### src/mctw_pkg.sv
`timescale 1ns / 1ps
`default_nettype none
// ----------------------------------------------------------------------------
// mctw_pkg: shared types and codes for the multi-channel task watchdog
// Entry layout, command/status/event codes and controller states.
// ----------------------------------------------------------------------------
package mctw_pkg;

    localparam int ENTRIES = 16;
    localparam int K_W     = (ENTRIES > 1) ? $clog2(ENTRIES) : 1;
    localparam int CNT_W   = $clog2(ENTRIES + 1);

    localparam logic [2:0] FN_ADD  = 3'd0;
    localparam logic [2:0] FN_PET  = 3'd1;
    localparam logic [2:0] FN_REM  = 3'd2;
    localparam logic [2:0] FN_ENA  = 3'd3;
    localparam logic [2:0] FN_SCAN = 3'd4;
    localparam logic [2:0] FN_TICK = 3'd5;

    localparam logic [2:0] STS_OK       = 3'd0;
    localparam logic [2:0] STS_INVALID  = 3'd1;
    localparam logic [2:0] STS_FULL     = 3'd2;
    localparam logic [2:0] STS_PRESENT  = 3'd3;
    localparam logic [2:0] STS_NOTFOUND = 3'd4;

    localparam logic [2:0] EV_DONE     = 3'd0;
    localparam logic [2:0] EV_APPROACH = 3'd1;
    localparam logic [2:0] EV_LOGGED   = 3'd2;
    localparam logic [2:0] EV_KILL     = 3'd3;
    localparam logic [2:0] EV_RESET    = 3'd4;
    localparam logic [2:0] EV_SCANDONE = 3'd5;

    localparam logic [1:0] SEV_KILL  = 2'd1;
    localparam logic [1:0] SEV_RESET = 2'd2;

    localparam logic       CFG_TICK     = 1'b0;
    localparam logic       CFG_INTERVAL = 1'b1;

    localparam logic [15:0] KC_MAX = 16'hFFFF;

    typedef struct packed {
        logic [31:0] id;
        logic [31:0] timeout;
        logic [31:0] last_pet;
        logic [1:0]  sev;
        logic [15:0] kc;
        logic        en;
        logic        killed;
    } t_entry;

    typedef enum logic [1:0] {
        S_IDLE,
        S_PASS,
        S_SHIFT,
        S_FIN
    } t_state;

endpackage
`default_nettype wire

### src/mctw_cell.sv
`timescale 1ns / 1ps
`default_nettype none
// ----------------------------------------------------------------------------
// mctw_cell: one table slot of the watchdog ring
// Holds one client entry and takes its neighbor's entry when advanced.
// ----------------------------------------------------------------------------
module mctw_cell (
    input  wire              i_clk,
    input  wire              i_adv,
    input  wire mctw_pkg::t_entry i_nbr,
    output mctw_pkg::t_entry o_ent
);

    mctw_pkg::t_entry r_ent;

    always_ff @(posedge i_clk) begin
        if (i_adv) begin
            r_ent <= i_nbr;
        end
    end

    assign o_ent = r_ent;

endmodule
`default_nettype wire

### src/multi_channel_task_watchdog.sv
`timescale 1ns / 1ps
`default_nettype none
// Flow: an item runs through PASS over every entry, then SHIFT (only for a remove
//   that hits), then FIN; output stalls hold it. One item is worked at a time.
// Throughput: set by the ring of entry cells, which rotates once per cycle while the
//   output is not stalled, so every entry passes the head once per item.
// Reset: synchronous active low; clears count, clock, interval counter and the
//   config registers (tick 1 ms, interval 1000 ms). Table cells are not cleared.
// ----------------------------------------------------------------------------
// multi_channel_task_watchdog: top level
// Rotating ring of client cells with a controller that runs commands and scans.
// ----------------------------------------------------------------------------
module multi_channel_task_watchdog (
    input  wire         i_clk,
    input  wire         i_rst_n,
    input  wire         i_in_valid,
    output logic        o_in_stall,
    input  wire  [2:0]  i_func,
    input  wire  [31:0] i_client_id,
    input  wire  [31:0] i_timeout_limit_ms,
    input  wire  [1:0]  i_severity_level,
    input  wire         i_enable_flag,
    output logic        o_out_valid,
    input  wire         i_out_stall,
    output logic [2:0]  o_status,
    output logic [2:0]  o_event_res,
    output logic [31:0] o_event_client,
    output logic [31:0] o_elapsed_ms,
    output logic [15:0] o_kill_count,
    output logic        o_last_result,
    input  wire         i_cfg_we,
    input  wire         i_cfg_index,
    input  wire  [15:0] i_cfg_data
);

    localparam int N = mctw_pkg::ENTRIES;

    mctw_pkg::t_state r_state, n_state;
    mctw_pkg::t_entry w_cell [N];
    mctw_pkg::t_entry w_nbr  [N];
    mctw_pkg::t_entry w_head, w_tail;
    logic [N-1:0]     w_adv;

    logic [mctw_pkg::K_W-1:0]   r_k, r_pos;
    logic [mctw_pkg::CNT_W-1:0] r_count;
    logic [31:0] r_now;
    logic [15:0] r_since, r_intv;
    logic [9:0]  r_tick;
    logic [2:0]  r_func;
    logic [31:0] r_id, r_to;
    logic [1:0]  r_sev;
    logic        r_en, r_scan, r_found, r_quiet, r_inval, r_full;

    logic        r_out_valid, r_last;
    logic [2:0]  r_status, r_ev;
    logic [31:0] r_cl, r_el;
    logic [15:0] r_kc;

    logic        w_accept, w_ofree, w_step, w_vk, w_match, w_found_set, w_pos_set;
    logic        w_emit, w_e_last, w_quiet_set, w_shift, w_cnt_inc;
    logic [2:0]  w_e_st, w_e_ev;
    logic [31:0] w_e_cl, w_e_el, w_el;
    logic [15:0] w_e_kc;
    logic [16:0] w_since_sum;

    genvar j;
    generate
        for (j = 0; j < N; j++) begin : g_ring
            if (j < N - 1) begin : g_mid
                assign w_nbr[j] = w_cell[j+1];
            end else begin : g_end
                assign w_nbr[j] = w_step ? w_tail : w_cell[j];
            end
            assign w_adv[j] = w_step ||
                (w_shift && (mctw_pkg::CNT_W'(j) >= mctw_pkg::CNT_W'(r_pos)));
            mctw_cell u_cell (
                .i_clk (i_clk),
                .i_adv (w_adv[j]),
                .i_nbr (w_nbr[j]),
                .o_ent (w_cell[j])
            );
        end
    endgenerate

    assign w_head      = w_cell[0];
    assign w_accept    = i_in_valid && (r_state == mctw_pkg::S_IDLE);
    assign w_ofree     = !r_out_valid || !i_out_stall;
    assign w_step      = (r_state == mctw_pkg::S_PASS) && w_ofree;
    assign w_shift     = (r_state == mctw_pkg::S_SHIFT);
    assign w_since_sum = {1'b0, r_since} + {7'b0, r_tick};
    assign w_vk        = mctw_pkg::CNT_W'(r_k) < r_count;
    assign w_match     = w_vk && !r_inval && (w_head.id == r_id);
    assign w_el        = r_now - w_head.last_pet;

    always_comb begin
        n_state     = r_state;
        w_tail      = w_head;
        w_found_set = 1'b0;
        w_pos_set   = 1'b0;
        w_quiet_set = 1'b0;
        w_cnt_inc   = 1'b0;
        w_emit      = 1'b0;
        w_e_last    = 1'b0;
        w_e_st      = mctw_pkg::STS_OK;
        w_e_ev      = mctw_pkg::EV_DONE;
        w_e_cl      = '0;
        w_e_el      = '0;
        w_e_kc      = '0;
        unique case (r_state)
            mctw_pkg::S_IDLE: begin
                if (w_accept) begin
                    n_state = mctw_pkg::S_PASS;
                end
            end
            mctw_pkg::S_PASS: begin
                if (w_step) begin
                    if (r_scan) begin
                        if (w_vk && w_head.en && !r_quiet) begin
                            w_e_cl = w_head.id;
                            w_e_el = w_el;
                            w_e_kc = w_head.kc;
                            if (w_el > w_head.timeout) begin
                                w_emit = 1'b1;
                                w_e_ev = mctw_pkg::EV_LOGGED;
                                if (w_head.sev == mctw_pkg::SEV_KILL) begin
                                    if (!w_head.killed) begin
                                        w_tail.killed = 1'b1;
                                        if (w_head.kc != mctw_pkg::KC_MAX) begin
                                            w_tail.kc = w_head.kc + 16'd1;
                                        end
                                        w_e_kc = w_tail.kc;
                                        w_e_ev = mctw_pkg::EV_KILL;
                                    end
                                end else if (w_head.sev == mctw_pkg::SEV_RESET) begin
                                    w_e_ev      = mctw_pkg::EV_RESET;
                                    w_e_last    = 1'b1;
                                    w_quiet_set = 1'b1;
                                end
                            end else if (w_el > {1'b0, w_head.timeout[31:1]}) begin
                                w_emit = 1'b1;
                                w_e_ev = mctw_pkg::EV_APPROACH;
                            end
                        end
                    end else begin
                        case (r_func)
                            mctw_pkg::FN_ADD: begin
                                if (w_match) begin
                                    w_found_set = 1'b1;
                                end
                                if ((mctw_pkg::CNT_W'(r_k) == r_count) && !r_inval &&
                                    !r_full && !r_found) begin
                                    w_tail.id       = r_id;
                                    w_tail.timeout  = r_to;
                                    w_tail.last_pet = r_now;
                                    w_tail.sev      = r_sev;
                                    w_tail.kc       = '0;
                                    w_tail.en       = 1'b1;
                                    w_tail.killed   = 1'b0;
                                end
                            end
                            mctw_pkg::FN_PET: begin
                                if (w_match && w_head.en) begin
                                    w_found_set     = 1'b1;
                                    w_tail.last_pet = r_now;
                                end
                            end
                            mctw_pkg::FN_ENA: begin
                                if (w_match) begin
                                    w_found_set = 1'b1;
                                    w_tail.en   = r_en;
                                    if (r_en) begin
                                        w_tail.last_pet = r_now;
                                    end
                                end
                            end
                            mctw_pkg::FN_REM: begin
                                if (w_match) begin
                                    w_found_set = 1'b1;
                                    w_pos_set   = 1'b1;
                                end
                            end
                            default: begin
                            end
                        endcase
                    end
                    if (r_k == mctw_pkg::K_W'(N - 1)) begin
                        if (!r_scan && (r_func == mctw_pkg::FN_REM) &&
                            (r_found || w_found_set)) begin
                            n_state = mctw_pkg::S_SHIFT;
                        end else begin
                            n_state = mctw_pkg::S_FIN;
                        end
                    end
                end
            end
            mctw_pkg::S_SHIFT: begin
                n_state = mctw_pkg::S_FIN;
            end
            mctw_pkg::S_FIN: begin
                if (r_scan && r_quiet) begin
                    n_state = mctw_pkg::S_IDLE;
                end else if (w_ofree) begin
                    n_state  = mctw_pkg::S_IDLE;
                    w_emit   = 1'b1;
                    w_e_last = 1'b1;
                    if (r_scan) begin
                        w_e_ev = mctw_pkg::EV_SCANDONE;
                    end else if (r_inval) begin
                        w_e_st = mctw_pkg::STS_INVALID;
                    end else begin
                        case (r_func)
                            mctw_pkg::FN_ADD: begin
                                if (r_full) begin
                                    w_e_st = mctw_pkg::STS_FULL;
                                end else if (r_found) begin
                                    w_e_st = mctw_pkg::STS_PRESENT;
                                end else begin
                                    w_cnt_inc = 1'b1;
                                end
                            end
                            mctw_pkg::FN_PET, mctw_pkg::FN_ENA, mctw_pkg::FN_REM: begin
                                if (!r_found) begin
                                    w_e_st = mctw_pkg::STS_NOTFOUND;
                                end
                            end
                            default: begin
                            end
                        endcase
                    end
                end
            end
            default: begin
                n_state = mctw_pkg::S_IDLE;
            end
        endcase
    end

    always_ff @(posedge i_clk) begin
        if (!i_rst_n) begin
            r_state <= mctw_pkg::S_IDLE;
        end else begin
            r_state <= n_state;
        end
    end

    always_ff @(posedge i_clk) begin
        if (!i_rst_n) begin
            r_count     <= '0;
            r_now       <= '0;
            r_since     <= '0;
            r_tick      <= 10'd1;
            r_intv      <= 16'd1000;
            r_k         <= '0;
            r_out_valid <= 1'b0;
            r_found     <= 1'b0;
            r_quiet     <= 1'b0;
        end else begin
            if (i_cfg_we) begin
                if (i_cfg_index == mctw_pkg::CFG_TICK) begin
                    r_tick <= i_cfg_data[9:0];
                end else begin
                    r_intv <= i_cfg_data;
                end
            end
            if (w_accept) begin
                r_k     <= '0;
                r_found <= 1'b0;
                r_quiet <= 1'b0;
                if (i_func == mctw_pkg::FN_TICK) begin
                    r_now <= r_now + {22'b0, r_tick};
                    if (w_since_sum >= {1'b0, r_intv}) begin
                        r_since <= '0;
                    end else begin
                        r_since <= w_since_sum[15:0];
                    end
                end
            end
            if (w_step) begin
                r_k <= r_k + mctw_pkg::K_W'(1);
                if (w_found_set) begin
                    r_found <= 1'b1;
                end
                if (w_quiet_set) begin
                    r_quiet <= 1'b1;
                end
            end
            if (w_shift) begin
                r_count <= r_count - mctw_pkg::CNT_W'(1);
            end else if (w_cnt_inc) begin
                r_count <= r_count + mctw_pkg::CNT_W'(1);
            end
            if (w_emit) begin
                r_out_valid <= 1'b1;
            end else if (!i_out_stall) begin
                r_out_valid <= 1'b0;
            end
        end
    end

    // item fields and result payload, no reset needed
    always_ff @(posedge i_clk) begin
        if (w_accept) begin
            r_func  <= i_func;
            r_id    <= i_client_id;
            r_to    <= i_timeout_limit_ms;
            r_sev   <= i_severity_level;
            r_en    <= i_enable_flag;
            r_inval <= (i_func <= mctw_pkg::FN_ENA) && (i_client_id == 32'd0);
            r_full  <= (r_count == mctw_pkg::CNT_W'(N));
            r_scan  <= (i_func == mctw_pkg::FN_SCAN) ||
                       ((i_func == mctw_pkg::FN_TICK) && (w_since_sum >= {1'b0, r_intv}));
        end
        if (w_pos_set) begin
            r_pos <= r_k;
        end
        if (w_emit) begin
            r_status <= w_e_st;
            r_ev     <= w_e_ev;
            r_cl     <= w_e_cl;
            r_el     <= w_e_el;
            r_kc     <= w_e_kc;
            r_last   <= w_e_last;
        end
    end

    assign o_in_stall     = (r_state != mctw_pkg::S_IDLE);
    assign o_out_valid    = r_out_valid;
    assign o_status       = r_status;
    assign o_event_res    = r_ev;
    assign o_event_client = r_cl;
    assign o_elapsed_ms   = r_el;
    assign o_kill_count   = r_kc;
    assign o_last_result  = r_last;

`ifndef ASSERT_OFF
    a_count_range: assert property (@(posedge i_clk) disable iff (!i_rst_n)
        r_count <= mctw_pkg::CNT_W'(N))
        else $error("entry count above table size");

    a_ring_holds: assert property (@(posedge i_clk) disable iff (!i_rst_n)
        (r_state == mctw_pkg::S_PASS) && !w_ofree |=> $stable(r_k))
        else $error("ring advanced while output blocked");

    a_shift_cause: assert property (@(posedge i_clk) disable iff (!i_rst_n)
        (r_state == mctw_pkg::S_SHIFT) |-> (r_found && (r_func == mctw_pkg::FN_REM)))
        else $error("compaction without a matched remove");

    // a system reset event ends the results early but the ring still finishes its turn
    a_idle_after_last: assert property (@(posedge i_clk) disable iff (!i_rst_n)
        (r_state == mctw_pkg::S_FIN) && w_emit && w_e_last |=>
        (r_state == mctw_pkg::S_IDLE))
        else $error("final result issued but controller still busy");
`endif

endmodule
`default_nettype wire

### config.mk
export PLATFORM = sky130hd
export DESIGN_NAME = multi_channel_task_watchdog
export DESIGN_NICKNAME = d
export VERILOG_FILES = /design/src/mctw_pkg.sv /design/src/mctw_cell.sv /design/src/multi_channel_task_watchdog.sv
export SDC_FILE = /design/constraint.sdc
export NUM_CORES = 2
export LEC_CHECK = 0
export ABC_AREA = 1
export BUFFER_PORTS_ARGS = -buffer_cell sky130_fd_sc_hd__buf_2
export CAP_MARGIN = 10
export CORE_MARGIN = 5
export CORE_UTILIZATION = 30
export CTS_CLUSTER_SIZE = 8
export DETAILED_ROUTE_END_ITERATION = 6
export GPL_TIMING_DRIVEN = 0
export PLACE_DENSITY = 0.55
export SYNTH_ARGS = -nofsm -noshare
export SYNTH_HDL_FRONTEND = slang
export SYNTH_SLANG_ARGS = --single-unit
### constraint.sdc
create_clock -name i_clk -period 17.6 [get_ports i_clk]
set_input_delay 1.76 -clock i_clk [delete_from_list [all_inputs] [get_ports i_clk]]
set_output_delay 1.76 -clock i_clk [all_outputs]
set_load 0.01 [all_outputs]
==> flow_metrics.py <==
metrics = {
    "finish": {
        "drive_gt1_frac": 0.142,
        "multi_input_area_sq_um": 9370,
        "final-seq-area_sq_um": 62400,
        "area_growth_pct": 20.9,
        "fillCellCount": 22281,
        "num-nets-final": 4959,
        "postLayoutCoreUtil": 0.364,
        "layout_common_cells": "2020 x edfxtp_1, 419 x nand2_1, 319 x clkbuf_16, 300 x inv_1, 277 x nor2_1",
        "final_common_cell": "edfxtp_1",
        "final_cells": 7998,
    },
    "grt": {
        "grt_overflow": 0,
        "track_usage": 0.129,
        "grt_max_degree": 56,
        "grt_pass1_wl_um": 240000,
        "grt_pass1_vias": 36684,
        "antenna_found_initial": 19,
    },
    "setup_path": {
        "worstPathCellList": "inv_1 > ha_1 > fa_1 > inv_1 > nand2_1 > a21oi_1 > a21oi_1 > o21ai_0 > nand3_1 > nand2_1 > xor2_1 > inv_1 > ha_1 > nand2_1 > nor2_1 > nand4_1 > nor4_2 > nand4_2 > nand3_1 > nand4_1 > buf_8 > buf_8 > buf_16",
        "worstPathArrival_ps": 7100,
        "regToRegSetupSlack_ps": 11150,
        "critPathKind": "reg -> reg",
        "start_kind": "register",
        "crit_fanout": 18,
        "r2r-start": "r_now[0]$_SDFFE_PN0P_",
        "critPathBufInv": 6,
        "crit_path_top_delay_cell": "nand4_1",
        "worstRegToRegCells": 23,
        "slowest_delay_ps": 630,
        "critPathRequiredTime_ps": 18240,
        "endpoint_kind": "register",
        "reg2reg_to": "o_event_client[25]$_SDFFCE_PN0P_",
        "cp_top_family": "simple AND/OR/NAND/NOR gates",
    },
    "job": {
        "max_cap_viol_count": 0,
    },
    "clocking": {
        "clockRootBuffer": "clkbuf_16",
        "cts_tree": "yes",
        "cts_resized": 0,
        "cts_buffers": 314,
        "clock-sinks": 2108,
        "clk_latency_ps": 930,
        "post_cts_buffers": 0,
        "clk_path_buf_depth": 4,
        "clk_pin_slew_worst_paths_ps": 50,
        "htreeDepth": 5,
        "cts_hold_buffers": 0,
    },
    "placed_design": {
        "portBuffers": 180,
        "place_inst": 7605,
        "gp_congestion": 0.857,
        "hpwl_um": 117000,
        "pre_cts_ws_ps": 11200,
    },
    "die": {
        "core-area_sq_um": 243000,
        "ios": 181,
        "die_area_sq_um": 254000,
        "die_h_um": 504,
        "rows": 181,
        "initial_core_util": 0.301,
        "die_w_um": 504,
    },
    "synthesis": {
        "avgSynthCellArea_sq_um": 17.7,
        "netlist_area_sq_um": 73100,
        "synthXorXnorAreaFrac": 0.00958,
        "yosys.area_share.simple": 0.0526,
        "synth_area_leaders": "edfxtp_1 83%, ha_1 2.5%, dfxtp_1 2.4%",
        "syn_nets": 4373,
        "seq_area_frac_synth": 0.854,
        "synth-compound-area-share": 0.0377,
        "synth_top_family_by_area": "simple AND/OR/NAND/NOR gates",
        "muxShareOfSynthArea": 0.000154,
        "synth_top_area_frac": 0.830,
        "synth_fa_ha_area_frac": 0.0257,
        "ys_warn_count": 0,
        "yosysTopAreaCell": "edfxtp_1",
        "postSynthCellCount": 4133,
        "synth_seq_cells": 2108,
        "synth_cell_types": 56,
    },
    "pwr": {
        "p_leak_nw": 31.4,
        "max-vdd-ir-drop_mv": 0.168,
        "pwr_density_cell_nw_per_um2": 197,
        "totalPowerFinal_mw": 17.4,
    },
    "routing": {
        "dr.pass1.iters": 7,
        "drtAntennaViolNets": 0,
        "routedWlPerCell_um": 20.7,
        "viasPerCell": 4.54,
        "drc": 2,
        "vias": 36280,
        "drt_iter0_markers": 2936,
        "routed_wl_um": 166000,
    },
    "status": {
        "failed_checks": "design-rule violations",
        "status": "finished with violations",
    },
    "timing": {
        "period_share": 0.367,
        "finalWorstSetupSlack_ps": 11150,
        "final_max_slew_viol_count": 0,
        "setup-tns-final_ps": 0,
        "fin_worst_skew_ps": 87.3,
        "setup_viol": 0,
        "rsz0062_at_grt": "false",
        "fin_crit_ps": 6450,
        "report.final.hold_viol_count": 0,
        "fmax_mhz": 155,
        "worstMarginPinSlew_ps": 1210,
        "slew_headroom": 0.195,
    },
    "worst_hold_path": {
        "hold_depth": 0,
        "hp-start": "g_ring[8].u_cell.o_ent[3]$_DFFE_PP_",
        "hold_end": "g_ring[7].u_cell.o_ent[3]$_DFFE_PP_",
        "hold_class": "reg -> reg",
    },
}
==> registers in the layout (all words and copies together), names as in the netlist, 5 cells and up <==
register,flops
o_kill_count,16
r_count,5
r_tick,10
r_now,32
r_to,32
o_elapsed_ms,32
g_ring.u_cell.o_ent,1856
o_event_client,32
r_since,16
r_intv,16
r_id,32
==> through the flow <==
| step | area [sq um] | hold slack [ps] |
|---|---|---|
| after floorplan | 73100 | 400 |
| after global placement | 78000 | 400 |
| after detailed placement | 80100 | 405 |
| after CTS | 88400 | 364 |
| after global routing | 88400 | 373 |
| final | 88400 | 360 |
==> where the power goes <==
part           total [mW]  switching, mW  internal, mW
sequential           8.89          0.548          8.35
combinational        3.38           2.45         0.928
clock                5.14           1.92          3.22
==> cell families after synthesis <==
family,count (synthesis)
DFF,2108
AOI/OAI and AO/OA,494
xor gates and xnor gates,80
adders and majority gates,148
and+or+nand+nor,916
buffers and inverters,386
muxes,1
==> cells in the mapped netlist (all sizes together) <==
library cell,n
xor2,59
o22ai,8
clkbuf,52
a31oi,19
a41oi,2
o21bai,5
xnor2,21
nor4,18
a21oi,235
a21bo,1
nor2,282
edfxtp,2020
nor3b,2
a221oi,2
nand3,113
o21ai,161
a21boi,2
and2,2
a21o,13
or2,3
ha,144
mux2,1
dfxtp,88
o211a,1
buf,21
nor3,38
a31o,1
o211ai,9
nand3b,2
o21a,3
o2111ai,4
o221ai,1
nand2,428
o31ai,3
inv,312
a211oi,6
a22oi,18
nand4,28
clkinv,1
fa,4
==> layout make-up <==
type / instances / share of cell area
antenna: 7 / 0.000198
sequential: 2108 / 0.706
buffer: 73 / 0.00368
inverter: 313 / 0.0133
tap: 3202 / 0.0453
timing repair buffer: 270 / 0.0316
clock buffer: 376 / 0.0927
multi-input combinational: 1639 / 0.106
clock inverter: 10 / 0.00129
==> layer usage <==
metal | track usage | part of all wire | up-vias
met3 | 0.0275 | 0.058 | 368
li1 | - | - | 16420
met2 | 0.201 | 0.46 | 1172
met5 | 0 | 0.00025 | -
met1 | 0.167 | 0.43 | 18314
met4 | 0.0712 | 0.056 | 6
==> worst max path at each step <==
stage / slack, ps / startpoint / end / depth (start not counted)
2_1_floorplan: 400 / i_out_stall / g_ring[6].u_cell.o_ent[0]$_DFFE_PP_ / 8
3_3_place_gp: -12610 / i_out_stall / g_ring[6].u_cell.o_ent[13]$_DFFE_PP_ / 9
3_5_place_dp: 11200 / r_now[0]$_SDFFE_PN0P_ / o_event_client[18]$_SDFFCE_PN0P_ / 23
4_1_cts: 11170 / r_now[0]$_SDFFE_PN0P_ / o_event_client[25]$_SDFFCE_PN0P_ / 23
5_1_grt: 10780 / r_now[0]$_SDFFE_PN0P_ / o_event_client[14]$_SDFFCE_PN0P_ / 23
6_report: 11150 / r_now[0]$_SDFFE_PN0P_ / o_event_client[25]$_SDFFCE_PN0P_ / 23
Power figures use the tool's default switching activity.
